`config.mk`:
```
export PLATFORM = sky130hd
export DESIGN_NAME = blrc_cfg
export DESIGN_NICKNAME = d
export VERILOG_FILES = /design/src/rtl/core/blrc_pkg.sv /design/src/rtl/core/blrc_cfg.sv
export SDC_FILE = /design/constraint.sdc
export NUM_CORES = 1
export LEC_CHECK = 0
export BUFFER_PORTS_ARGS = -buffer_cell sky130_fd_sc_hd__buf_2
export CAP_MARGIN = 40
export CORE_ASPECT_RATIO = 2
export CORE_MARGIN = 2
export CORE_UTILIZATION = 50
export DETAILED_ROUTE_END_ITERATION = 6
export PLACE_DENSITY = 0.87
export SETUP_SLACK_MARGIN = 0.5
export SLEW_MARGIN = 10
export SYNTH_ARGS = -nofsm -noshare
export SYNTH_HDL_FRONTEND = slang
export SYNTH_SLANG_ARGS = --single-unit
export TNS_END_PERCENT = 20
```
`constraint.sdc`:
```
create_clock -name clk_i -period 1.2 [get_ports clk_i]
set_input_delay 0.12 -clock clk_i [delete_from_list [all_inputs] [get_ports clk_i]]
set_output_delay 0.12 -clock clk_i [all_outputs]
set_load 0.1 [all_outputs]
```
`src/rtl/core/blrc_pkg.sv`:
```
// Shared types, codes and constants of the block receiver with LRC and ACK/NAK.
package blrc_pkg;

  // Field widths.
  localparam int unsigned CountW  = 15;
  localparam int unsigned RetryW  = 3;
  localparam int unsigned ActionW = 2;
  localparam int unsigned ByteW   = 8;
  localparam int unsigned ErrW    = 3;

  // Default number of data bytes in a full block.
  localparam int unsigned BlockSizeDef = 128;

  // Register reset values.
  localparam logic [CountW-1:0] ByteCountRst  = CountW'(1);
  localparam logic [RetryW-1:0] RetryLimitRst = RetryW'(3);

  // Control characters on the serial link.
  localparam logic [ByteW-1:0] ChStx = 8'h02;
  localparam logic [ByteW-1:0] ChEtb = 8'h17;
  localparam logic [ByteW-1:0] ChEtx = 8'h03;
  localparam logic [ByteW-1:0] ChEot = 8'h04;
  localparam logic [ByteW-1:0] ChAck = 8'h06;
  localparam logic [ByteW-1:0] ChNak = 8'h15;

  // Input action codes.
  localparam logic [ActionW-1:0] ActStart   = 2'd0;
  localparam logic [ActionW-1:0] ActByte    = 2'd1;
  localparam logic [ActionW-1:0] ActTimeout = 2'd2;

  // Completion codes.
  localparam logic [ErrW-1:0] ErrNone    = 3'd0;
  localparam logic [ErrW-1:0] ErrTimeout = 3'd1;
  localparam logic [ErrW-1:0] ErrNoStx   = 3'd2;
  localparam logic [ErrW-1:0] ErrNoEtb   = 3'd3;
  localparam logic [ErrW-1:0] ErrNoEtx   = 3'd4;
  localparam logic [ErrW-1:0] ErrRetry   = 3'd5;
  localparam logic [ErrW-1:0] ErrNoEot   = 3'd6;

  // Register indexes on the configuration port.
  localparam logic RegByteCount  = 1'b0;
  localparam logic RegRetryLimit = 1'b1;

  // Receive phase.
  typedef enum logic [2:0] {
    PH_IDLE = 3'd0,
    PH_STX  = 3'd1,
    PH_DATA = 3'd2,
    PH_END  = 3'd3,
    PH_LRC  = 3'd4,
    PH_EOT  = 3'd5
  } phase_e;

  // Configuration handed to the receive engine. The block layout is derived
  // from the byte count when that register is written.
  typedef struct packed {
    logic [CountW-1:0] lead_blocks;  // number of blocks before the last one
    logic [ByteW-1:0]  last_len;     // data bytes in the last block
    logic [RetryW-1:0] retry_limit;
  } cfg_t;

  // One input word.
  typedef struct packed {
    logic [ActionW-1:0] action;
    logic [ByteW-1:0]   rx_byte;
  } in_word_t;

  // One result word.
  typedef struct packed {
    logic              tx_valid;
    logic [ByteW-1:0]  tx_byte;
    logic              data_valid;
    logic [CountW-1:0] data_addr;
    logic [ByteW-1:0]  data_byte;
    logic              done_res;
    logic [ErrW-1:0]   error_code;
    logic              busy_res;
  } out_word_t;

endpackage

```
`src/rtl/core/blrc_cfg.sv`:
```
// APB-style configuration registers: byte count and retry limit.
module blrc_cfg
  import blrc_pkg::*;
#(
  parameter int unsigned BLOCK_SIZE = BlockSizeDef
) (
  input  logic        clk_i,
  input  logic        rst_ni,
  input  logic        psel,
  input  logic        penable,
  input  logic        pwrite,
  input  logic [2:0]  paddr,
  input  logic [31:0] pwdata,
  output logic [31:0] prdata,
  output logic        pready,
  output cfg_t        cfg_o
);

  // Division by the block size is done as a multiplication by its reciprocal.
  // With counts below 2^15 and a block size below 2^8 a shift of 23 is exact.
  localparam int unsigned     RecipS  = 23;
  localparam int unsigned     RecipW  = 24;
  localparam logic [RecipW-1:0] RecipM =
    RecipW'(((2 ** RecipS) + BLOCK_SIZE - 1) / BLOCK_SIZE);
  localparam logic [CountW-1:0] BlkSize = CountW'(BLOCK_SIZE);

  logic [CountW-1:0]        byte_count_q;
  logic [RetryW-1:0]        retry_limit_q;
  logic [CountW-1:0]        lead_q, lead_d;
  logic [ByteW-1:0]         last_len_q, last_len_d;
  logic                     wr_en;
  logic                     reg_sel;
  logic [CountW-1:0]        wr_count;
  logic [CountW-1:0]        count_m1;
  logic [CountW+RecipW-1:0] lead_prod;
  logic [CountW-1:0]        lead_base;
  logic [CountW-1:0]        last_rem;

  assign pready  = 1'b1;
  assign reg_sel = paddr[2];
  assign wr_en   = psel & penable & pwrite;

  // Block layout of the written count; a zero count acts as one byte.
  assign wr_count   = pwdata[CountW-1:0];
  assign count_m1   = (wr_count == '0) ? '0 : wr_count - CountW'(1);
  assign lead_prod  = (CountW+RecipW)'(count_m1) * (CountW+RecipW)'(RecipM);
  assign lead_d     = lead_prod[RecipS +: CountW];
  assign lead_base  = lead_d * BlkSize;
  assign last_rem   = count_m1 - lead_base;
  assign last_len_d = last_rem[ByteW-1:0] + ByteW'(1);

  // Register writes in the access cycle.
  always_ff @(posedge clk_i or negedge rst_ni) begin
    if (!rst_ni) begin
      byte_count_q  <= ByteCountRst;
      retry_limit_q <= RetryLimitRst;
      lead_q        <= '0;
      last_len_q    <= ByteW'(1);
    end else if (wr_en) begin
      unique case (reg_sel)
        RegByteCount: begin
          byte_count_q <= wr_count;
          lead_q       <= lead_d;
          last_len_q   <= last_len_d;
        end
        RegRetryLimit: retry_limit_q <= pwdata[RetryW-1:0];
        default: ;
      endcase
    end
  end

  // Read back.
  always_comb begin
    unique case (reg_sel)
      RegByteCount:  prdata = {{(32-CountW){1'b0}}, byte_count_q};
      RegRetryLimit: prdata = {{(32-RetryW){1'b0}}, retry_limit_q};
      default:       prdata = '0;
    endcase
  end

  assign cfg_o.lead_blocks = lead_q;
  assign cfg_o.last_len    = last_len_q;
  assign cfg_o.retry_limit = retry_limit_q;

endmodule

```
==> results by group, run 1 <==
Yosys
  – Cell taking the most area after synthesis: dfrtp_1
  – YS warnings: 0
  – Count leader, synth: nand2_1
  – Share of flip-flops with an asynchronous set or reset: 100%
  – Mux contribution to synthesized area: 2.14%
  – Mapped Area: 0.00210 mm^2
  – Post-synthesis sequential area ratio: 40.7%
  – Mapped Avg Cell Area: 8.58 um^2
  – Flops & latches, synth: 34
  – Post-Synth XOR/XNOR Area: 5.00%
  – Synth Instances: 245
  – Largest family of logic cells by synthesized area: simple AND/OR/NAND/NOR gates
  – Most frequent cells after synthesis: 60 x nand2_1, 30 x dfrtp_1, 26 x buf_4
  – Count of cell types in the netlist: 40
  – Synth top area cells: dfrtp_1 36%, nand2_1 11%, buf_4 9.3%
  – Post-Synth Adder-Cell Area: 4.76%
  – Simple-Gate Fraction of Synth Area: 24.9%
  – Synth Area in Compound Gates: 10.1%
  – Yosys top cell area share: 35.7%
  – Post-synth EDFFs: 0
  – Main synth FF type: dfrtp_1

Floorplanning
  – Num ports: 99
  – Die H: 95.7 um
  – # rows: 33
  – Initial core utilization: 51.5%
  – Die Span X: 49.9 um

Place
  – DP HPWL: 4880 um
  – Final Wtd Congestion: 0.887
  – IO Port Bufs: 54
  – Dpl cell area: 0.00332 mm^2

GRT
  – Largest net degree at the start of global routing: 35
  – GR Util All Layers: 84.7%
  – GRT overflow: 209

Outcome
  – Failed at: 5_1_grt
  – First Err: [ERROR GRT-0232] Routing congestion too high. Check the congestion heatmap in the GUI.
  – Outcome: aborted with a tool error

Clock tree
  – CTS Sinks: 34
  – CTS max path bufs: 2
  – H-tree depth: 2
  – Root Buffer: clkbuf_8
  – CTS buffer count: 5

Timing
  – Worst ep type: sequential cell input
  – Worst setup endpoint GRT: last_len_q[7]$_DFFE_PN0P_/D
metrics by stage:
stage / hold WS [ps] / TNS, ps / util [%] / std cells / setup WS [ps]
floorplan: -176 / -7590 / - / 268 / -948
global placement: 163 / -7400 / 81.3 / 392 / -1050
detailed placement: 172 / -8680 / 81.3 / 392 / -1150
CTS: -144 / -3740 / 93.2 / 411 / -721
layer usage:
layer | overflow | global-route usage, %
met2 | 152 | 114
met4 | 55 | 97.2
met3 | 2 | 56.7
met5 | 0 | 1.19
met1 | 0 | 78.3
cells by family after synthesis:
kind of cell | Yosys count
flops | 34
simple gates | 110
fa+ha+maj | 8
buf+inv | 41
other cells | 2
mux | 4
compound gates | 34
xor+xnor | 12
what timing repair did:
item | CTS
resized for setup | 71
setup buffers | 11
hold endpoints to repair | 30
endpoints found under the setup margin | 68
pin swaps | 30
==> run 2, diff against run 1 <==
--- a/config.mk
+++ b/config.mk
@@ -7,12 +7,10 @@
 export LEC_CHECK = 0
 export BUFFER_PORTS_ARGS = -buffer_cell sky130_fd_sc_hd__buf_2
 export CAP_MARGIN = 40
-export CORE_ASPECT_RATIO = 2
 export CORE_MARGIN = 2
-export CORE_UTILIZATION = 50
+export CORE_UTILIZATION = 40
 export DETAILED_ROUTE_END_ITERATION = 6
-export PLACE_DENSITY = 0.87
-export SETUP_SLACK_MARGIN = 0.5
+export PLACE_DENSITY_LB_ADDON = 0.15
 export SLEW_MARGIN = 10
 export SYNTH_ARGS = -nofsm -noshare
 export SYNTH_HDL_FRONTEND = slang
==> results by group, run 2 <==
Finish
  – Layout cell share with drive strength beyond 1: 51.3%
  – Largest regs: byte_count_q: 15 flops, last_len_q: 8 flops, lead_q: 8 flops
  – Final #Nets: 406
  – Max FFs per register: 15
  – Layout Utilization: 74.3%
  – Commonest non-fill, non-tap cells in the layout: 60 x nand2_1, 58 x buf_4, 35 x buf_12
  – Antenna diodes: 0
  – Area grow syn2layout: 79.2%
  – Commonest non-fill, non-tap cell in the layout: nand2_1
  – Non-filler cells, final: 429
  – Final non-filler cell area: 0.00377 mm^2
  – Biggest register: byte_count_q

Timing
  – Worst hold slack: 101 ps
  – RSZ-0062 raised after global routing: yes
  – Final setup violation count: 14
  – Tmin final: 1990 ps
  – Skew final: 0 ps
  – Setup WS post-layout: -789 ps
  – Sum of negative setup slack: -4620 ps
  – Fin crit share: 166%
  – Slew Viols, Final: 0
  – F_max: 0.503 GHz
  – Final Hold Fails: 0

Critical path
  – CP cell instances: buf_8 -> buf_6 -> or4_4 -> o21a_1 -> o22ai_4 -> inv_2 -> ha_4 -> or2_2 -> o22ai_2 -> xor2_1 -> o21ai_1
  – Worst r2r src: retry_limit_q[2]
  – Origin of the worst setup path: pwdata[0]
  – Delay-heaviest family, CP: simple AND/OR/NAND/NOR gates
  – CP arrival: 2160 ps
  – WP buf/inv: 3
  – Startpoint Class: input pin
  – CP Class: in -> reg
  – CP max FO: 2
  – Crit-path slowest cell: or4_4
  – Worst path max stage delay: 520 ps
  – Critical Path RT: 1370 ps
  – CP endpoint kind: flop

Power
  – Clock Power Share: 16.2%
  – Internal: 3.31 mW
  – Leak: 1.75 nW
  – Logic pwr share: 58.6%
  – Net Sw Frac: 48.4%
  – Sequential power share: 25.1%
  – NetSw: 3.11 mW
  – Pwr Density: 1700 mW/mm^2
  – VDD IR-drop max: 1.89 mV

Place
  – IO Port Bufs: 54
  – DP HPWL: 4300 um
  – Final Wtd Congestion: 0.812
  – Placed Cells: 412
  – Dpl cell area: 0.00334 mm^2

Floorplanning
  – # rows: 26
  – Initial core utilization: 41.4%
  – Die H: 76.5 um
  – Core area: 0.00507 mm^2
  – Die Span X: 76.5 um
  – Num ports: 99
  – Full die area: 0.00585 mm^2

Hold path
  – Hold Path Class: in -> reg
  – HP Start: pwdata[3]

Flow run
  – Max cap viols: 0

GRT
  – GR Util All Layers: 21.9%
  – GRT overflow: 0
  – Vias in the first global route: 2107
  – First-pass GRT wire length: 10100 um
  – Largest net degree at the start of global routing: 21
  – Initial antenna violation count: 0

Yosys
  – YS warnings: 0
  – Post-synth EDFFs: 0
  – Yosys top cell area share: 35.7%
  – Mapped Avg Cell Area: 8.58 um^2
  – Most frequent cells after synthesis: 60 x nand2_1, 30 x dfrtp_1, 26 x buf_4
  – Main synth FF type: dfrtp_1
  – Post-synthesis sequential area ratio: 40.7%
  – Cell taking the most area after synthesis: dfrtp_1
  – Synth Instances: 245
  – Count of cell types in the netlist: 40
  – Count leader, synth: nand2_1
  – Mapped Area: 0.00210 mm^2
  – Synth top area cells: dfrtp_1 36%, nand2_1 11%, buf_4 9.3%
  – Flops & latches, synth: 34
  – Share of flip-flops with an asynchronous set or reset: 100%

Detailed routing
  – 1st-pass router iterations: 4
  – Total Wirelength: 6130 um
  – Via Count: 2046
  – DR iter-0 viols: 77
  – Routed length per instance: 14.3 um
  – Residual DRC count: 0
  – Number of routed nets with antenna violations: 0
  – Vias/cell: 4.77

Clock tree
  – Root Buffer: clkbuf_8
  – CTS tree: built
  – CTS buffer count: 5
  – Worst-skew pair later-pin latency: 290 ps
  – CTS Sinks: 34
  – H-tree depth: 2
  – Clk slew on worst S/H paths: 70 ps
  – CTS max path bufs: 2

Outcome
  – Failing checks: negative setup slack
  – Outcome: finished with violations
run 2: cell counts after synthesis:
Identical to the previous run, type by type.
run 2: power by group through the flow:
stage | logic [mW] | clock network, mW | registers (mW)
2_1_floorplan | 1.35 | 0 | 2.57
3_3_place_gp | 3.53 | 0 | 1.62
3_5_place_dp | 3.56 | 0 | 1.63
4_1_cts | 3.70 | 1.07 | 1.61
5_1_grt | 3.90 | 1.12 | 1.65
6_report | 3.77 | 1.04 | 1.61
run 2: logic make-up after synthesis:
kind of cell               share of synthesized area, %
adders and majority gates                          4.76
DFF                                                40.7
and+or+nand+nor                                    24.9
xor gates and xnor gates                           5.00
muxes                                              2.14
buffers and inverters                              12.1
AOI/OAI and AO/OA                                  10.1
other                                             0.357
run 2: cell type report:
type / instances / area, um^2
Multi-Input combinational cell: 193 / 1360
Timing Repair Buffer: 117 / 1310
Fill cell: 363 / 1310
Sequential cell: 34 / 856
Tap cell: 70 / 87.6
Clock buffer: 5 / 68.8
Inverter: 7 / 43.8
Clock inverter: 3 / 40.0
run 2: final timing paths:
kind,end,slack [ps],depth (start not counted)
setup / recovery,last_len_q[7],-790,11
hold / removal,byte_count_q[3],100,3
setup reg to reg,retry_limit_q[2],390,1
hold reg to reg,byte_count_q[7],470,2
max in group asynchronous,byte_count_q[0],430,3
min in group asynchronous,lead_q[1],270,2
run 2: routing by layer:
metal / vias up / global-route usage (%) / wire (um)
met5: - / 0 / 0
met4: 0 / 9.45 / 185
met3: 20 / 4.62 / 369
met2: 90 / 39.6 / 3080
met1: 949 / 24.8 / 2490
li1: 987 / - / -
run 2: repair_timing:
action                     CTS  global route
hold endpoints to repair    14             0
setup endpoints to repair   20            21
hold buffers                 1             0
buffers inserted             6             3
gates resized for setup     41            19
pin swaps                   14            15
run 2: metrics by stage:
step	setup WS, ps	total power [mW]
2_1_floorplan	-948	3.92
3_3_place_gp	-1110	5.15
3_5_place_dp	-1230	5.20
4_1_cts	-738	6.39
5_1_grt	-924	6.66
6_report	-789	6.42
run 2: worst min-delay path, stage by stage:
cell     delay [ps]
buf_2           130
nand2_1          60
nand2_1          50
(Power assumes the default switching activity.)
