===== config.mk =====
export PLATFORM = sky130hd
export DESIGN_NAME = blrc_fsm
export DESIGN_NICKNAME = d
export VERILOG_FILES = /design/src/rtl/core/blrc_pkg.sv /design/src/rtl/core/blrc_fsm.sv
export SDC_FILE = /design/constraint.sdc
export NUM_CORES = 1
export LEC_CHECK = 0
export BUFFER_PORTS_ARGS = -buffer_cell sky130_fd_sc_hd__buf_2
export CORE_AREA = 2 2 94 132
export DETAILED_ROUTE_END_ITERATION = 6
export DIE_AREA = 0 0 96 134
export PLACE_DENSITY = 0.61
export SETUP_SLACK_MARGIN = 0.05
export SYNTH_ARGS = -nofsm -noshare
export SYNTH_HDL_FRONTEND = slang
export SYNTH_SLANG_ARGS = --single-unit

===== constraint.sdc =====
create_clock -name clk_i -period 4.7 [get_ports clk_i]
set_clock_uncertainty 0.15 [all_clocks]
set_input_delay 0.235 -clock clk_i [delete_from_list [all_inputs] [get_ports clk_i]]
set_output_delay 0.235 -clock clk_i [all_outputs]
set_load 0.05 [all_outputs]

===== src/rtl/core/blrc_pkg.sv =====
// Shared types, codes and constants of the block receiver with LRC and ACK/NAK.
package blrc_pkg;

  // Field widths.
  localparam int unsigned CountW  = 15;
  localparam int unsigned RetryW  = 3;
  localparam int unsigned ActionW = 2;
  localparam int unsigned ByteW   = 8;
  localparam int unsigned ErrW    = 3;

  // Default number of data bytes in a full block.
  localparam int unsigned BlockSizeDef = 128;

  // Register reset values.
  localparam logic [CountW-1:0] ByteCountRst  = CountW'(1);
  localparam logic [RetryW-1:0] RetryLimitRst = RetryW'(3);

  // Control characters on the serial link.
  localparam logic [ByteW-1:0] ChStx = 8'h02;
  localparam logic [ByteW-1:0] ChEtb = 8'h17;
  localparam logic [ByteW-1:0] ChEtx = 8'h03;
  localparam logic [ByteW-1:0] ChEot = 8'h04;
  localparam logic [ByteW-1:0] ChAck = 8'h06;
  localparam logic [ByteW-1:0] ChNak = 8'h15;

  // Input action codes.
  localparam logic [ActionW-1:0] ActStart   = 2'd0;
  localparam logic [ActionW-1:0] ActByte    = 2'd1;
  localparam logic [ActionW-1:0] ActTimeout = 2'd2;

  // Completion codes.
  localparam logic [ErrW-1:0] ErrNone    = 3'd0;
  localparam logic [ErrW-1:0] ErrTimeout = 3'd1;
  localparam logic [ErrW-1:0] ErrNoStx   = 3'd2;
  localparam logic [ErrW-1:0] ErrNoEtb   = 3'd3;
  localparam logic [ErrW-1:0] ErrNoEtx   = 3'd4;
  localparam logic [ErrW-1:0] ErrRetry   = 3'd5;
  localparam logic [ErrW-1:0] ErrNoEot   = 3'd6;

  // Register indexes on the configuration port.
  localparam logic RegByteCount  = 1'b0;
  localparam logic RegRetryLimit = 1'b1;

  // Receive phase.
  typedef enum logic [2:0] {
    PH_IDLE = 3'd0,
    PH_STX  = 3'd1,
    PH_DATA = 3'd2,
    PH_END  = 3'd3,
    PH_LRC  = 3'd4,
    PH_EOT  = 3'd5
  } phase_e;

  // Configuration handed to the receive engine. The block layout is derived
  // from the byte count when that register is written.
  typedef struct packed {
    logic [CountW-1:0] lead_blocks;  // number of blocks before the last one
    logic [ByteW-1:0]  last_len;     // data bytes in the last block
    logic [RetryW-1:0] retry_limit;
  } cfg_t;

  // One input word.
  typedef struct packed {
    logic [ActionW-1:0] action;
    logic [ByteW-1:0]   rx_byte;
  } in_word_t;

  // One result word.
  typedef struct packed {
    logic              tx_valid;
    logic [ByteW-1:0]  tx_byte;
    logic              data_valid;
    logic [CountW-1:0] data_addr;
    logic [ByteW-1:0]  data_byte;
    logic              done_res;
    logic [ErrW-1:0]   error_code;
    logic              busy_res;
  } out_word_t;

endpackage


===== src/rtl/core/blrc_fsm.sv =====
// Receive engine: framing state machine, LRC check and the result register.
module blrc_fsm
  import blrc_pkg::*;
#(
  parameter int unsigned BLOCK_SIZE = BlockSizeDef
) (
  input  logic      clk_i,
  input  logic      rst_ni,
  input  cfg_t      cfg_i,
  input  logic      in_valid_i,
  output logic      in_ready_o,
  input  in_word_t  in_word_i,
  output logic      out_valid_o,
  input  logic      out_ready_i,
  output out_word_t out_word_o
);

  localparam logic [CountW-1:0] BlkSize = CountW'(BLOCK_SIZE);
  localparam logic [ByteW-1:0]  BlkLen  = ByteW'(BLOCK_SIZE);

  phase_e            phase_q, phase_d;
  logic [CountW-1:0] blk_q, blk_d;      // index of the current block
  logic [CountW-1:0] base_q, base_d;    // offset of the first byte of this block
  logic [ByteW-1:0]  bib_q, bib_d;      // bytes received in this block
  logic [ByteW-1:0]  lrc_q, lrc_d;
  logic [RetryW-1:0] retry_q, retry_d;
  logic              out_valid_q;
  out_word_t         res_q, res_d;

  logic              accept;
  logic              last_blk;
  logic [ByteW-1:0]  blk_len;
  logic [ByteW-1:0]  bib_inc;

  // A new word is taken whenever the result register is free or being emptied.
  assign in_ready_o  = ~out_valid_q | out_ready_i;
  assign accept      = in_valid_i & in_ready_o;
  assign out_valid_o = out_valid_q;
  assign out_word_o  = res_q;

  // Block bounds follow the byte count register as it stands now.
  assign last_blk = (blk_q >= cfg_i.lead_blocks);
  assign blk_len  = last_blk ? cfg_i.last_len : BlkLen;
  assign bib_inc  = bib_q + ByteW'(1);

  // Next state and result for the accepted word.
  always_comb begin
    phase_d = phase_q;
    blk_d   = blk_q;
    base_d  = base_q;
    bib_d   = bib_q;
    lrc_d   = lrc_q;
    retry_d = retry_q;
    res_d   = '0;

    case (in_word_i.action)
      ActStart: begin
        phase_d = PH_STX;
        blk_d   = '0;
        base_d  = '0;
        bib_d   = '0;
        lrc_d   = '0;
        retry_d = '0;
      end
      ActTimeout: begin
        if (phase_q != PH_IDLE) begin
          phase_d        = PH_IDLE;
          res_d.done_res = 1'b1;
          if (phase_q == PH_EOT) begin
            res_d.tx_valid   = 1'b1;
            res_d.tx_byte    = ChEot;
            res_d.error_code = ErrNoEot;
          end else begin
            res_d.error_code = ErrTimeout;
          end
        end
      end
      ActByte: begin
        unique case (phase_q)
          PH_IDLE: ;
          PH_STX: begin
            if (in_word_i.rx_byte == ChStx) begin
              bib_d   = '0;
              lrc_d   = '0;
              phase_d = PH_DATA;
            end else begin
              phase_d          = PH_IDLE;
              res_d.done_res   = 1'b1;
              res_d.error_code = ErrNoStx;
            end
          end
          PH_DATA: begin
            res_d.data_valid = 1'b1;
            res_d.data_addr  = base_q + {{(CountW-ByteW){1'b0}}, bib_q};
            res_d.data_byte  = in_word_i.rx_byte;
            lrc_d            = lrc_q + in_word_i.rx_byte;
            bib_d            = bib_inc;
            if ((bib_inc >= blk_len) || (bib_inc == '0)) begin
              phase_d = PH_END;
            end
          end
          PH_END: begin
            if (last_blk ? (in_word_i.rx_byte == ChEtx) : (in_word_i.rx_byte == ChEtb)) begin
              phase_d = PH_LRC;
            end else begin
              phase_d          = PH_IDLE;
              res_d.done_res   = 1'b1;
              res_d.error_code = last_blk ? ErrNoEtx : ErrNoEtb;
            end
          end
          PH_LRC: begin
            res_d.tx_valid = 1'b1;
            if (in_word_i.rx_byte == lrc_q) begin
              res_d.tx_byte = ChAck;
              retry_d       = '0;
              if (last_blk) begin
                phase_d = PH_EOT;
              end else begin
                base_d  = base_q + BlkSize;
                blk_d   = blk_q + CountW'(1);
                phase_d = PH_STX;
              end
            end else begin
              res_d.tx_byte = ChNak;
              if (retry_q >= cfg_i.retry_limit) begin
                phase_d          = PH_IDLE;
                res_d.done_res   = 1'b1;
                res_d.error_code = ErrRetry;
              end else begin
                retry_d = retry_q + RetryW'(1);
                phase_d = PH_STX;
              end
            end
          end
          PH_EOT: begin
            phase_d          = PH_IDLE;
            res_d.tx_valid   = 1'b1;
            res_d.tx_byte    = ChEot;
            res_d.done_res   = 1'b1;
            res_d.error_code = (in_word_i.rx_byte == ChEot) ? ErrNone : ErrNoEot;
          end
          default: ;
        endcase
      end
      default: ;
    endcase

    res_d.busy_res = (phase_d != PH_IDLE);
  end

  // Control state.
  always_ff @(posedge clk_i or negedge rst_ni) begin
    if (!rst_ni) begin
      phase_q     <= PH_IDLE;
      blk_q       <= '0;
      base_q      <= '0;
      bib_q       <= '0;
      lrc_q       <= '0;
      retry_q     <= '0;
      out_valid_q <= 1'b0;
    end else begin
      if (accept) begin
        phase_q <= phase_d;
        blk_q   <= blk_d;
        base_q  <= base_d;
        bib_q   <= bib_d;
        lrc_q   <= lrc_d;
        retry_q <= retry_d;
      end
      if (accept) begin
        out_valid_q <= 1'b1;
      end else if (out_ready_i) begin
        out_valid_q <= 1'b0;
      end
    end
  end

  // Result payload.
  always_ff @(posedge clk_i) begin
    if (accept) begin
      res_q <= res_d;
    end
  end

endmodule


# Word level (Yosys, flattened, before mapping)
# Index checks and enable logic that the tools add are counted.
# Widths: inputs -> output; s select.
# classes
addsub	6
n_lt_le_gt_ge	3
reduce_logical	11
bitwise_logic	3
eq_ne	18
mux	46
# op_table
op	count
$mux 15	6
$pmux 8 s2	4
$pmux 15 s2	2
$pmux 9 s2	2
$mux 3	11
$mux 24	1
$mux 4	5
$mux 9	2
$eq 8x2->1 const B	2
$mux 8	2
$pmux 4 s4	1
$add 15x1->15 const B	1
$add 15x8->15	1
$add 15x8->15 const B	1
$ge 15x15->1	1
$pmux 3 s5	1
$pmux 3 s3	1
$add 8x1->8 const B	1
$add 8x8->8	1
$eq 8x3->1 const B	1
$eq 8x5->1 const B	1
$eq 8x8->1	1
$ge 8x8->1	1
$logic_not 8->1	1
26 further kinds	36
# word_totals
ff_bits	91

# Logic depth before layout (Yosys ltp)
# Gate-level depths: netlist of run 1.
# logic_depth
ltp_word	8
ltp_mapped	15

# Worst setup path before layout of run 1
# Ideal clock, no wire load.
# synth_timing
path_kind	register to register
from	register blk_q[4]
to	register res_q (netlist bit out_word_o[0]) (data pin)
required_time_ps	4287
t_arrival_ps	3545
path_buffers	1
setup_slack_ps	742
stages_incl_launch_ff	15
setup_ps	263
path_cell_list	dfrtp_1 > ha_1 > a21o_1 > a221o_1 > a41oi_2 > o21ai_0 > clkbuf_1 > and2_1 > ha_1 > nand2b_1 > a2111oi_0 > o31ai_1 > a221oi_1 > o221ai_1 > a2111o_1
# synth_rtl
element	line_no	text
from (decl)	blrc_fsm.sv:22	logic [CountW-1:0] blk_q, blk_d;
from (signal assigned)	blrc_fsm.sv:164	blk_q <= blk_d;
to (signal assigned)	blrc_fsm.sv:181	res_q <= res_d;
to (decl)	blrc_fsm.sv:28	out_word_t res_q, res_d;

==> results.rst, run 1 <==
.. list-table::
   :header-rows: 1

   * - Metric
     - Value
   * - Required time at the worst-slack endpoint
     - 4640 ps
   * - Share of the synthesized area in the top cell type
     - 22.4%
   * - FF+latch count, synth
     - 78
   * - Post-Syn Area
     - 5140 um^2
   * - Growth of design area from synthesis to finish
     - 16.9%
   * - Site row count
     - 47
   * - Setup tns final
     - 0 ps
   * - Global-route wire length before repair
     - 20600 um
   * - Static Leak
     - 2.68 nW
   * - Number of maximum-capacitance constraint violations
     - 0
   * - Overall die area
     - 12900 um^2
   * - Unrepaired setup endpoints after global routing
     - false
   * - Number of levels the H-tree was split into
     - 3
   * - Kind of cell adding the most delay to the critical path
     - compound AO/OA/AOI/OAI gates
   * - Synth top area cells
     - sky130_fd_sc_hd__dfrtp_1, sky130_fd_sc_hd__edfxtp_1, sky130_fd_sc_hd__ha_1, sky130_fd_sc_hd__nand2_1, sky130_fd_sc_hd__a21oi_1
   * - Setup Crit Path Kind
     - reg2reg
   * - Cell type with the highest aggregate area in the netlist
     - sky130_fd_sc_hd__dfrtp_1
   * - Area of placed instances
     - 5660 um^2
   * - Total congestion overflow after global routing
     - 0
   * - Area of the core region
     - 11700 um^2
   * - Slowest cell on the critical path
     - sky130_fd_sc_hd__dfrtp_1
   * - Cell with the most instances on the worst path
     - sky130_fd_sc_hd__ha_1
   * - XOR/XNOR Fraction of Synth Area
     - 2.56%
   * - Synthesized area per cell
     - 9.19 um^2
   * - Power density normalized to cell area
     - 292 nW/um^2
   * - Most common flop cell mapped by yosys
     - sky130_fd_sc_hd__dfrtp_1
   * - CTS root buf
     - sky130_fd_sc_hd__clkbuf_16
   * - Maximum VDD drop
     - 0.173 mV
   * - Tightest Pin Transition
     - 965 ps
   * - Initial DRC Count
     - 191
   * - CTS clk-pin slew, worst paths
     - 60 ps
   * - Max Clk Rate
     - 239 MHz
   * - Crit path DAT
     - 4130 ps
   * - ANT nets after route
     - 0
   * - Clock tree sinks
     - 78
   * - Number of warnings reported in the yosys synthesis log
     - 0
   * - Number of cells on the worst hold path
     - 3
   * - Portion of netlist area occupied by mux cells
     - 0.609%
   * - Vias per std cell
     - 5.71
   * - Gate count of the mapped netlist
     - 559
   * - Share of the yosys chip area belonging to registers
     - 41.1%
   * - Number of top-level pins
     - 80
   * - Type of the most critical hold path
     - in2reg
   * - Routed len/inst
     - 15.9 um
   * - Fin nets
     - 717
   * - Vertical die dimension
     - 134 um
   * - Total GRT Usage
     - 20.4%
   * - Final RePlAce weighted congestion
     - 0.872
   * - Startpoint Class
     - flip-flop
   * - Number of cells on the worst reg-to-reg path
     - 13
   * - Number of global-route vias before repair
     - 4414
   * - Total count of max-transition violations in the final report
     - 0
   * - Shortest period the worst path allows
     - 4190 ps
   * - Total DRC errors in the routed layout
     - 0
   * - Number of antenna violations at the first check in global routing
     - 0
   * - Detailed Place HPWL
     - 9330 um
   * - Series of cell instances along the critical path
     - ha_1, a21o_1, a221o_1, a41oi_2, o21ai_0, and2_1, ha_1, nand2b_1, a2111oi_0, o31ai_1, a221oi_1, o221ai_1, a2111o_1
   * - DR pass1 iterations
     - 5
   * - Count of vias placed by the detailed router
     - 4482
   * - Main combinational cell family by area after synthesis
     - simple AND/OR/NAND/NOR gates
   * - Status
     - finished clean
   * - Number of flops mapped to enable cells by yosys
     - 32
   * - Delay contributed by the slowest stage of the critical path
     - 410 ps
   * - Crit Path Max Fanout
     - 5
   * - Fin area
     - 6010 um^2
   * - Starting density of the core
     - 43.9%
   * - Part of the cycle the worst path needs
     - 89.2%
   * - Largest net degree at the start of global routing
     - 47
   * - Number of antenna repair diodes
     - 0
   * - Clock tree from TritonCTS
     - yes
   * - Setup repair bufs after CTS
     - 0
   * - Post-synthesis share of cell area spent on full adders, half adders and majority gates
     - 10.9%
   * - Maximum buffer depth of the clock tree
     - 2
   * - Clock latency reported for the late side of the worst-skew pair
     - 340 ps
   * - Number of buffers created by CTS
     - 9
   * - Distinct cell type count of the synthesized netlist
     - 61
   * - Fillcell total
     - 1090
   * - Simple-gate share of the synthesized area
     - 20.7%
   * - # port buffers
     - 75
   * - Die span in x
     - 96 um
   * - Async set or reset register ratio after synthesis
     - 59.0%
   * - Combined buffer and inverter count along the critical path
     - 0
   * - Final wirelength
     - 12500 um
   * - WP depth
     - 13
   * - Rel. slew slack
     - 35.7%
   * - Compound-gate portion of the synthesized area
     - 19.1%
   * - Final hold violations
     - 0
   * - Proportion of layout cells with a drive suffix above 1
     - 16.6%
   * - Endpoint type of the worst setup path
     - flip-flop
   * - Final-report setup violation count
     - 0
worst min-delay path, cell delays in order:
cell and delay [ps]:
sky130_fd_sc_hd__buf_2 70, sky130_fd_sc_hd__nand2b_1 120, sky130_fd_sc_hd__nand2b_1 60
sequential cells by signal, summed over array words and instances (netlist names):
signal and flops:
out_word_o 32, blk_q 15, base_q 8, bib_q 8
lrc_q 8, phase_q 3, retry_q 3, out_valid_o 1
cells in the mapped netlist, types with 11 or more instances:
cell                       count
sky130_fd_sc_hd__a21oi_1      38
sky130_fd_sc_hd__and2_1       20
sky130_fd_sc_hd__clkbuf_1     18
sky130_fd_sc_hd__dfrtp_1      46
sky130_fd_sc_hd__edfxtp_1     32
sky130_fd_sc_hd__ha_1         43
sky130_fd_sc_hd__inv_1        34
sky130_fd_sc_hd__nand2_1      52
sky130_fd_sc_hd__nand3_1      25
sky130_fd_sc_hd__nor2_1       41
sky130_fd_sc_hd__o21ai_0      37
sky130_fd_sc_hd__o31ai_1      11
sky130_fd_sc_hd__or3_1        14
stage by stage:
stage | worst slack, ps | util (%) | hold WS [ps] | instances | power (mW)
2_1_floorplan | 742 | - | -211 | 562 | 0.918
3_5_place_dp | 511 | 48.3 | 243 | 767 | 0.992
5_1_grt | 261 | 51.3 | 73.4 | 785 | 1.82
6_report | 507 | 51.3 | 45.8 | 785 | 1.76
4_1_cts | 502 | 51.3 | 43.3 | 785 | 1.77
3_3_place_gp | 592 | 48.3 | 238 | 767 | 0.988
timing repair:
action,CTS,global route
endpoints found under the hold margin,47,0
setup endpoints to repair,0,0
resized for setup,0,0
hold buffers,2,0
cells in the final DEF, fill, tap and decap left out, types with 9 or more instances in the layout:
| master | n |
|---|---|
| sky130_fd_sc_hd__buf_2 | 75 |
| sky130_fd_sc_hd__nand2_1 | 52 |
| sky130_fd_sc_hd__dfrtp_1 | 46 |
| sky130_fd_sc_hd__ha_1 | 43 |
| sky130_fd_sc_hd__nor2_1 | 41 |
| sky130_fd_sc_hd__a21oi_1 | 38 |
| sky130_fd_sc_hd__o21ai_0 | 37 |
| sky130_fd_sc_hd__inv_1 | 34 |
| sky130_fd_sc_hd__edfxtp_1 | 32 |
| sky130_fd_sc_hd__nand3_1 | 25 |
| sky130_fd_sc_hd__and2_1 | 19 |
| sky130_fd_sc_hd__or3_1 | 14 |
| sky130_fd_sc_hd__o31ai_1 | 11 |
| sky130_fd_sc_hd__buf_4 | 10 |
| sky130_fd_sc_hd__clkbuf_16 | 9 |
final cells by class:
class                           instances  area [um^2]  area share [%]
Clock inverter                          5         97.6            1.62
Multi-Input combinational cell        422         2780            46.3
Sequential cell                        78         2110            35.2
Timing Repair Buffer                   87          470            7.83
Inverter                               35          131            2.19
Clock buffer                           11          233            3.87
Tap cell                              147          184            3.06
routing by layer:
metal,track usage (%),up-vias,share of wire [%]
met1,23.8,2129,40
met2,35.4,125,53
met3,3.99,33,4.0
met4,9.21,0,3.1
met5,0,-,0
li1,-,2195,-
power by group:
part | internal (mW) | switching (mW)
Clock | 0.515 | 0.262
Combinational | 0.0709 | 0.161
Sequential | 0.729 | 0.0189
Total | 1.32 | 0.442
cells by family (layout without fill, tap and decap cells):
| family | count (synthesis) | in the layout |
|---|---|---|
| other | 1 | 4 |
| and+or+nand+nor | 208 | 208 |
| DFF | 78 | 78 |
| buffers and inverters | 62 | 138 |
| xor gates and xnor gates | 15 | 15 |
| adders and majority gates | 44 | 44 |
| muxes | 3 | 3 |
| AOI/OAI and AO/OA | 148 | 148 |
path summary, 6_finish.rpt:
path	start	endpoint	slack [ps]
min in group asynchronous	rst_ni	blk_q[3]	370
max in group asynchronous	rst_ni	phase_q[0]	3590
worst min-delay path	out_ready_i	out_valid_o	50
worst min register to register	lrc_q[2]	lrc_q[2]	330
worst max-delay path	blk_q[4]	out_word_o[0]	510
worst max register to register	blk_q[4]	out_word_o[0]	510
(Power assumes the default switching activity.)
==> inputs of run 2 (changes only) <==
--- a/config.mk
+++ b/config.mk
@@ -9,7 +9,6 @@
 export CORE_AREA = 2 2 94 132
 export DETAILED_ROUTE_END_ITERATION = 6
 export DIE_AREA = 0 0 96 134
-export PLACE_DENSITY = 0.61
 export SETUP_SLACK_MARGIN = 0.05
 export SYNTH_ARGS = -nofsm -noshare
 export SYNTH_HDL_FRONTEND = slang
==> run 2 against run 1 <==
Clock-buffer cell count is 1 lower. Register-to-register slack worse by 150 ps. Via count is 1.9% lower. Die area stayed put. Wire length is 0.58% higher. First-iteration DRC count is 39% higher. Fmax is 3.3% lower. Global-route usage is 0.34 points higher. Cell area is 0.94% lower. Non-clock buffer count is 2 higher.
==> results.rst, run 2 (synthesis results as in run 1) <==
.. list-table::
   :header-rows: 1

   * - Metric
     - Value
   * - Status
     - finished clean (unchanged)
   * - Number of buffers created by CTS
     - 9 (unchanged)
   * - Global-route wire length before repair
     - 20800 um (was 20600 um)
   * - Delay contributed by the slowest stage of the critical path
     - 500 ps (was 410 ps)
   * - Sequential standard cell area
     - 2110 um^2 (unchanged)
   * - Proportion of layout cells with a drive suffix above 1
     - 17.0% (was 16.6%)
   * - Final-report setup violation count
     - 0 (unchanged)
   * - Number of levels the H-tree was split into
     - 3 (unchanged)
   * - Slowest cell on the critical path
     - sky130_fd_sc_hd__a2111oi_0 (was sky130_fd_sc_hd__dfrtp_1)
   * - Final hold violations
     - 0 (unchanged)
   * - ANT nets after route
     - 0 (unchanged)
   * - Total count of max-transition violations in the final report
     - 0 (unchanged)
   * - Most frequent standard cell in the layout excluding fill and tap cells
     - sky130_fd_sc_hd__buf_2 (unchanged)
   * - DR pass1 iterations
     - 4 (was 5)
   * - Number of top-level pins
     - 80 (unchanged)
   * - Power density normalized to cell area
     - 270 nW/um^2 (was 292 nW/um^2)
   * - Number of maximum-capacitance constraint violations
     - 0 (unchanged)
   * - Clock latency reported for the late side of the worst-skew pair
     - 340 ps (about the same)
   * - Total DRC errors in the routed layout
     - 0 (unchanged)
   * - CTS clk-pin slew, worst paths
     - 60 ps (about the same)
   * - Routed len/inst
     - 15.9 um (about the same)
   * - Startpoint Class
     - flip-flop (unchanged)
   * - Combined buffer and inverter count along the critical path
     - 0 (unchanged)
   * - CTS root buf
     - sky130_fd_sc_hd__clkbuf_16 (unchanged)
   * - # port buffers
     - 75 (unchanged)
   * - Multi-input gate area
     - 2780 um^2 (unchanged)
   * - Final wirelength
     - 12500 um (about the same)
   * - Max Clk Rate
     - 231 MHz (was 239 MHz)
   * - Crit Path Max Fanout
     - 5 (unchanged)
   * - Clock tree sinks
     - 78 (unchanged)
   * - Setup Crit Path Kind
     - reg2reg (unchanged)
   * - Most frequent cells in the layout
     - sky130_fd_sc_hd__buf_2, sky130_fd_sc_hd__nand2_1, sky130_fd_sc_hd__dfrtp_1, sky130_fd_sc_hd__ha_1, sky130_fd_sc_hd__nor2_1 (unchanged)
   * - Fin area
     - 5950 um^2 (was 6010 um^2)
   * - Final RePlAce weighted congestion
     - 0.897 (was 0.872)
   * - Die span in x
     - 96 um (unchanged)
   * - Type of the most critical hold path
     - in2reg (unchanged)
   * - Fin nets
     - 719 (was 717)
   * - Rel. slew slack
     - 33.3% (was 35.7%)
   * - Total instance count after detailed placement
     - 769 (was 767)
   * - Clock tree from TritonCTS
     - yes (unchanged)
   * - Detailed Place HPWL
     - 9410 um (was 9330 um)
   * - Required time at the worst-slack endpoint
     - 4630 ps (was 4640 ps)
   * - Maximum VDD drop
     - 0.160 mV (was 0.173 mV)
   * - Initial DRC Count
     - 266 (was 191)
   * - Overall die area
     - 12900 um^2 (unchanged)
   * - Number of global-route vias before repair
     - 4250 (was 4414)
   * - Fillcell total
     - 1111 (was 1090)
   * - Count of vias placed by the detailed router
     - 4397 (was 4482)
   * - Shortest period the worst path allows
     - 4340 ps (was 4190 ps)
   * - Number of antenna repair diodes
     - 0 (unchanged)
   * - Cell with the most instances on the worst path
     - sky130_fd_sc_hd__ha_1 (unchanged)
   * - Starting density of the core
     - 43.9% (unchanged)
   * - Crit path DAT
     - 4270 ps (was 4130 ps)
   * - Kind of cell adding the most delay to the critical path
     - compound AO/OA/AOI/OAI gates (unchanged)
   * - Setup tns final
     - 0 ps (unchanged)
   * - Number of flip-flops in the largest register
     - 32 (unchanged)
   * - Area of placed instances
     - 5670 um^2 (was 5660 um^2)
   * - Site row count
     - 47 (unchanged)
   * - Total congestion overflow after global routing
     - 0 (unchanged)
   * - Part of the cycle the worst path needs
     - 92.3% (was 89.2%)
   * - Final Instance Count excl. Fillers
     - 787 (was 785)
   * - Vias per std cell
     - 5.59 (was 5.71)
   * - Total GRT Usage
     - 20.7% (was 20.4%)
   * - CTS resizes
     - 0 (unchanged)
   * - Growth of design area from synthesis to finish
     - 15.8% (was 16.9%)
   * - Unrepaired setup endpoints after global routing
     - false (unchanged)
   * - Series of cell instances along the critical path
     - ha_1, a21o_1, a221o_1, a41oi_2, o21ai_0, and2_1, ha_1, nand2b_1, a2111oi_0, o31ai_1, a221oi_1, o221ai_1, a2111o_1 (unchanged)
   * - Tightest Pin Transition
     - 991 ps (was 965 ps)
   * - Endpoint type of the worst setup path
     - flip-flop (unchanged)
   * - Maximum buffer depth of the clock tree
     - 2 (unchanged)
   * - Number of antenna violations at the first check in global routing
     - 0 (unchanged)
   * - Area of the core region
     - 11700 um^2 (unchanged)
   * - Static Leak
     - 2.66 nW (was 2.68 nW)
   * - Vertical die dimension
     - 134 um (unchanged)
   * - Largest net degree at the start of global routing
     - 47 (unchanged)
run 2: area by class of cell:
cell class,count,area share (%)
well taps,147,3.09
multi-input cells,422,46.7
clock inverters,6,0.505
clock buffers,10,3.85
repair buffers,89,8.16
inverters,35,2.21
flip-flops and latches,78,35.5
run 2: metrics by stage:
stage / power [mW] / util [%] / hold WS (ps) / worst slack [ps]
2_1_floorplan: 0.918 / - / -211 / 742
3_3_place_gp: 0.989 / 48.5 / 242 / 663
3_5_place_dp: 0.992 / 48.5 / 242 / 361
4_1_cts: 1.62 / 50.9 / 32.4 / 362
5_1_grt: 1.67 / 50.9 / 60.4 / 157
6_report: 1.60 / 50.9 / 43.8 / 362
run 2: path summary, 6_finish.rpt:
check                                 to  depth (start not counted)        start  slack (ps)
setup / recovery           out_word_o[0]                         13     blk_q[4]         360
hold / removal               out_valid_o                          3  out_ready_i          40
setup reg to reg           out_word_o[0]                         13     blk_q[4]         360
hold reg to reg                 lrc_q[2]                          2     lrc_q[2]         330
max in group asynchronous       lrc_q[1]                          3       rst_ni        3570
min in group asynchronous       blk_q[2]                          3       rst_ni         390
run 2: routing by layer:
| layer | global-route usage [%] | up-vias | share of wire, % |
|---|---|---|---|
| li1 | - | 2193 | - |
| met1 | 26.3 | 2058 | 43 |
| met2 | 34.1 | 118 | 50 |
| met3 | 4.33 | 28 | 4.5 |
| met4 | 8.02 | 0 | 2.8 |
| met5 | 0 | - | 0 |
run 2: worst reg2reg max path, delay by kind of cell (launching register included):
| kind | cells | cell delay [ps] |
|---|---|---|
| AO/OA/AOI/OAI | 9 | 2600 |
| adder cells (fa/ha/maj) | 2 | 580 |
| AND/OR/NAND/NOR | 2 | 340 |
| flip-flops | 1 | 410 |
run 2: timing repair:
| item | 4_1_cts | 5_1_grt |
|---|---|---|
| hold buffers | 2 | 0 |
| buffers inserted | 0 | 0 |
| hold endpoints to repair | 47 | 0 |
run 2: power breakdown:
group,switching (mW),internal [mW],total (mW)
Clock,0.273,0.351,0.624
Sequential,0.0191,0.729,0.748
Combinational,0.161,0.0718,0.233
==> inputs of run 3 (changes only) <==
--- a/config.mk
+++ b/config.mk
@@ -6,9 +6,10 @@
 export NUM_CORES = 1
 export LEC_CHECK = 0
 export BUFFER_PORTS_ARGS = -buffer_cell sky130_fd_sc_hd__buf_2
-export CORE_AREA = 2 2 94 132
+export CORE_AREA = 5 5 97 135
 export DETAILED_ROUTE_END_ITERATION = 6
-export DIE_AREA = 0 0 96 134
+export DIE_AREA = 0 0 102 140
+export PLACE_DENSITY = 0.7
 export SETUP_SLACK_MARGIN = 0.05
 export SYNTH_ARGS = -nofsm -noshare
 export SYNTH_HDL_FRONTEND = slang
==> run 3 against run 2 <==
Sequential power about the same. Critical path depth unchanged. Highest routed layer unchanged. Worst hold slack got worse by 10 ps. Largest cell class unchanged. Utilization is 0.16 points higher.
==> results.rst, run 3 (synthesis results as in run 1) <==
.. list-table::
   :header-rows: 1

   * - Metric
     - Value
   * - Crit path DAT
     - 4210 ps (was 4270 ps)
   * - Vias per std cell
     - 5.76 (was 5.59)
   * - Area of placed instances
     - 5640 um^2 (was 5670 um^2)
   * - Crit Path Max Fanout
     - 5 (unchanged)
   * - Initial DRC Count
     - 365 (was 266)
   * - Total GRT Usage
     - 18.4% (was 20.7%)
   * - Routed len/inst
     - 16.5 um (was 15.9 um)
   * - Starting density of the core
     - 43.9% (unchanged)
   * - Status
     - finished clean (unchanged)
   * - Number of top-level pins
     - 80 (unchanged)
   * - Area of the core region
     - 11700 um^2 (unchanged)
   * - Clock tree sinks
     - 78 (unchanged)
   * - Die span in x
     - 102 um (was 96 um)
   * - CTS resizes
     - 0 (unchanged)
   * - Maximum buffer depth of the clock tree
     - 2 (unchanged)
   * - Number of antenna violations at the first check in global routing
     - 0 (unchanged)
   * - Total DRC errors in the routed layout
     - 0 (unchanged)
   * - CTS root buf
     - sky130_fd_sc_hd__clkbuf_16 (unchanged)
   * - Site row count
     - 47 (unchanged)
   * - Most frequent cells in the layout
     - sky130_fd_sc_hd__buf_2, sky130_fd_sc_hd__nand2_1, sky130_fd_sc_hd__dfrtp_1, sky130_fd_sc_hd__ha_1, sky130_fd_sc_hd__nor2_1 (unchanged)
   * - Tightest Pin Transition
     - 1020 ps (was 991 ps)
   * - Fin nets
     - 715 (was 719)
   * - Overall die area
     - 14300 um^2 (was 12900 um^2)
   * - Number of antenna repair diodes
     - 0 (unchanged)
   * - Total Power Consumption
     - 1.71 mW (was 1.60 mW)
   * - Final-report setup violation count
     - 0 (unchanged)
   * - Count of vias placed by the detailed router
     - 4507 (was 4397)
   * - Rel. slew slack
     - 31.5% (was 33.3%)
   * - Setup tns final
     - 0 ps (unchanged)
   * - Number of global-route vias before repair
     - 4407 (was 4250)
   * - Required time at the worst-slack endpoint
     - 4640 ps (was 4630 ps)
   * - Final hold violations
     - 0 (unchanged)
   * - Final RePlAce weighted congestion
     - 0.950 (was 0.897)
   * - Clock latency reported for the late side of the worst-skew pair
     - 340 ps (about the same)
   * - Most frequent standard cell in the layout excluding fill and tap cells
     - sky130_fd_sc_hd__buf_2 (unchanged)
   * - Detailed Place HPWL
     - 9630 um (was 9410 um)
   * - Number of maximum-capacitance constraint violations
     - 0 (unchanged)
   * - Vertical die dimension
     - 140 um (was 134 um)
   * - Number of flip-flops in the largest register
     - 32 (unchanged)
   * - Growth of design area from synthesis to finish
     - 16.2% (was 15.8%)
   * - Total count of max-transition violations in the final report
     - 0 (unchanged)
   * - Max Clk Rate
     - 234 MHz (was 231 MHz)
   * - Number of levels the H-tree was split into
     - 3 (unchanged)
   * - Fillcell total
     - 1090 (was 1111)
   * - Shortest period the worst path allows
     - 4270 ps (was 4340 ps)
   * - Static Leak
     - 2.66 nW (about the same)
   * - Number of buffers created by CTS
     - 9 (unchanged)
   * - DR pass1 iterations
     - 4 (unchanged)
   * - Clock tree from TritonCTS
     - yes (unchanged)
   * - Unrepaired setup endpoints after global routing
     - false (unchanged)
   * - Global-route wire length before repair
     - 21000 um (was 20800 um)
   * - Total congestion overflow after global routing
     - 0 (unchanged)
   * - ANT nets after route
     - 0 (unchanged)
   * - Power density normalized to cell area
     - 287 nW/um^2 (was 270 nW/um^2)
   * - Fin area
     - 5970 um^2 (was 5950 um^2)
   * - Maximum VDD drop
     - 0.234 mV (was 0.160 mV)
   * - CTS clk-pin slew, worst paths
     - 60 ps (about the same)
   * - Setup Crit Path Kind
     - reg2reg (unchanged)
   * - Largest net degree at the start of global routing
     - 47 (unchanged)
   * - Part of the cycle the worst path needs
     - 90.9% (was 92.3%)
   * - # port buffers
     - 75 (unchanged)
   * - Final wirelength
     - 12900 um (was 12500 um)
   * - Proportion of layout cells with a drive suffix above 1
     - 16.7% (was 17.0%)
   * - Fin util
     - 51.0% (was 50.9%)
   * - Type of the most critical hold path
     - in2reg (unchanged)
   * - Endpoint type of the worst setup path
     - flip-flop (unchanged)
   * - Startpoint Class
     - flip-flop (unchanged)
[run 3: changes by cell type in the layout (fill, tap and decap cells not counted), sizes merged]
cell      delta
buf          -4
clkinvlp     -1
clkbuf       +1
clkinv       -2
bufinv       +2
[run 3: final cells by class]
cell class              count  area, um^2  area share (%)
clock buffers              11         233            3.90
clock inverters             5        75.1            1.26
inverters                  35         131            2.20
multi-input cells         422        2780            46.6
flip-flops and latches     78        2110            35.4
well taps                 147         184            3.08
repair buffers             85         455            7.63
[run 3: routing by layer]
layer	share of wire (%)	track usage, %	vias to the layer above	wire (um)
met2	51	32.2	122	6640
met5	0	0	-	0
li1	-	-	2184	-
met4	2.4	7.74	0	316
met3	5.0	3.03	24	650
met1	41	21.9	2177	5320
[run 3: path summary, 6_finish.rpt]
check	from	to	slack [ps]	depth (start not counted)
max in group asynchronous	rst_ni	bib_q[2]	3600	3
min reg2reg	lrc_q[3]	lrc_q[3]	340	2
min in group asynchronous	rst_ni	blk_q[3]	380	3
min	out_ready_i	out_valid_o	30	3
max reg2reg	blk_q[4]	out_word_o[0]	430	13
max	blk_q[4]	out_word_o[0]	430	13
[run 3: where the power goes]
group / switching [mW] / total [mW] / internal [mW]
clock network: 0.272 / 0.735 / 0.463
registers: 0.0189 / 0.748 / 0.729
logic: 0.161 / 0.231 / 0.0706
[run 3: worst max-delay path: stages (launching register included)]
cell,delay (ps)
sky130_fd_sc_hd__dfrtp_1,410
sky130_fd_sc_hd__ha_1,320
sky130_fd_sc_hd__a21o_1,190
sky130_fd_sc_hd__a221o_1,340
sky130_fd_sc_hd__a41oi_2,300
sky130_fd_sc_hd__o21ai_0,240
sky130_fd_sc_hd__and2_1,210
sky130_fd_sc_hd__ha_1,250
sky130_fd_sc_hd__nand2b_1,130
sky130_fd_sc_hd__a2111oi_0,450
sky130_fd_sc_hd__o31ai_1,130
sky130_fd_sc_hd__a221oi_1,310
sky130_fd_sc_hd__o221ai_1,190
sky130_fd_sc_hd__a2111o_1,400
[run 3: metrics by stage]
step	hold slack, ps	setup WS, ps	instances
after CTS	24.4	458	783
final	33.8	426	783
after detailed placement	236	445	765
after floorplan	-211	742	562
after global placement	233	665	765
after global routing	57.0	308	783
[run 3: repair_timing]
| item | 4_1_cts | 5_1_grt |
|---|---|---|
| hold endpoints to repair | 47 | 0 |
| hold buffers | 2 | 0 |
| buffers inserted | 0 | 0 |
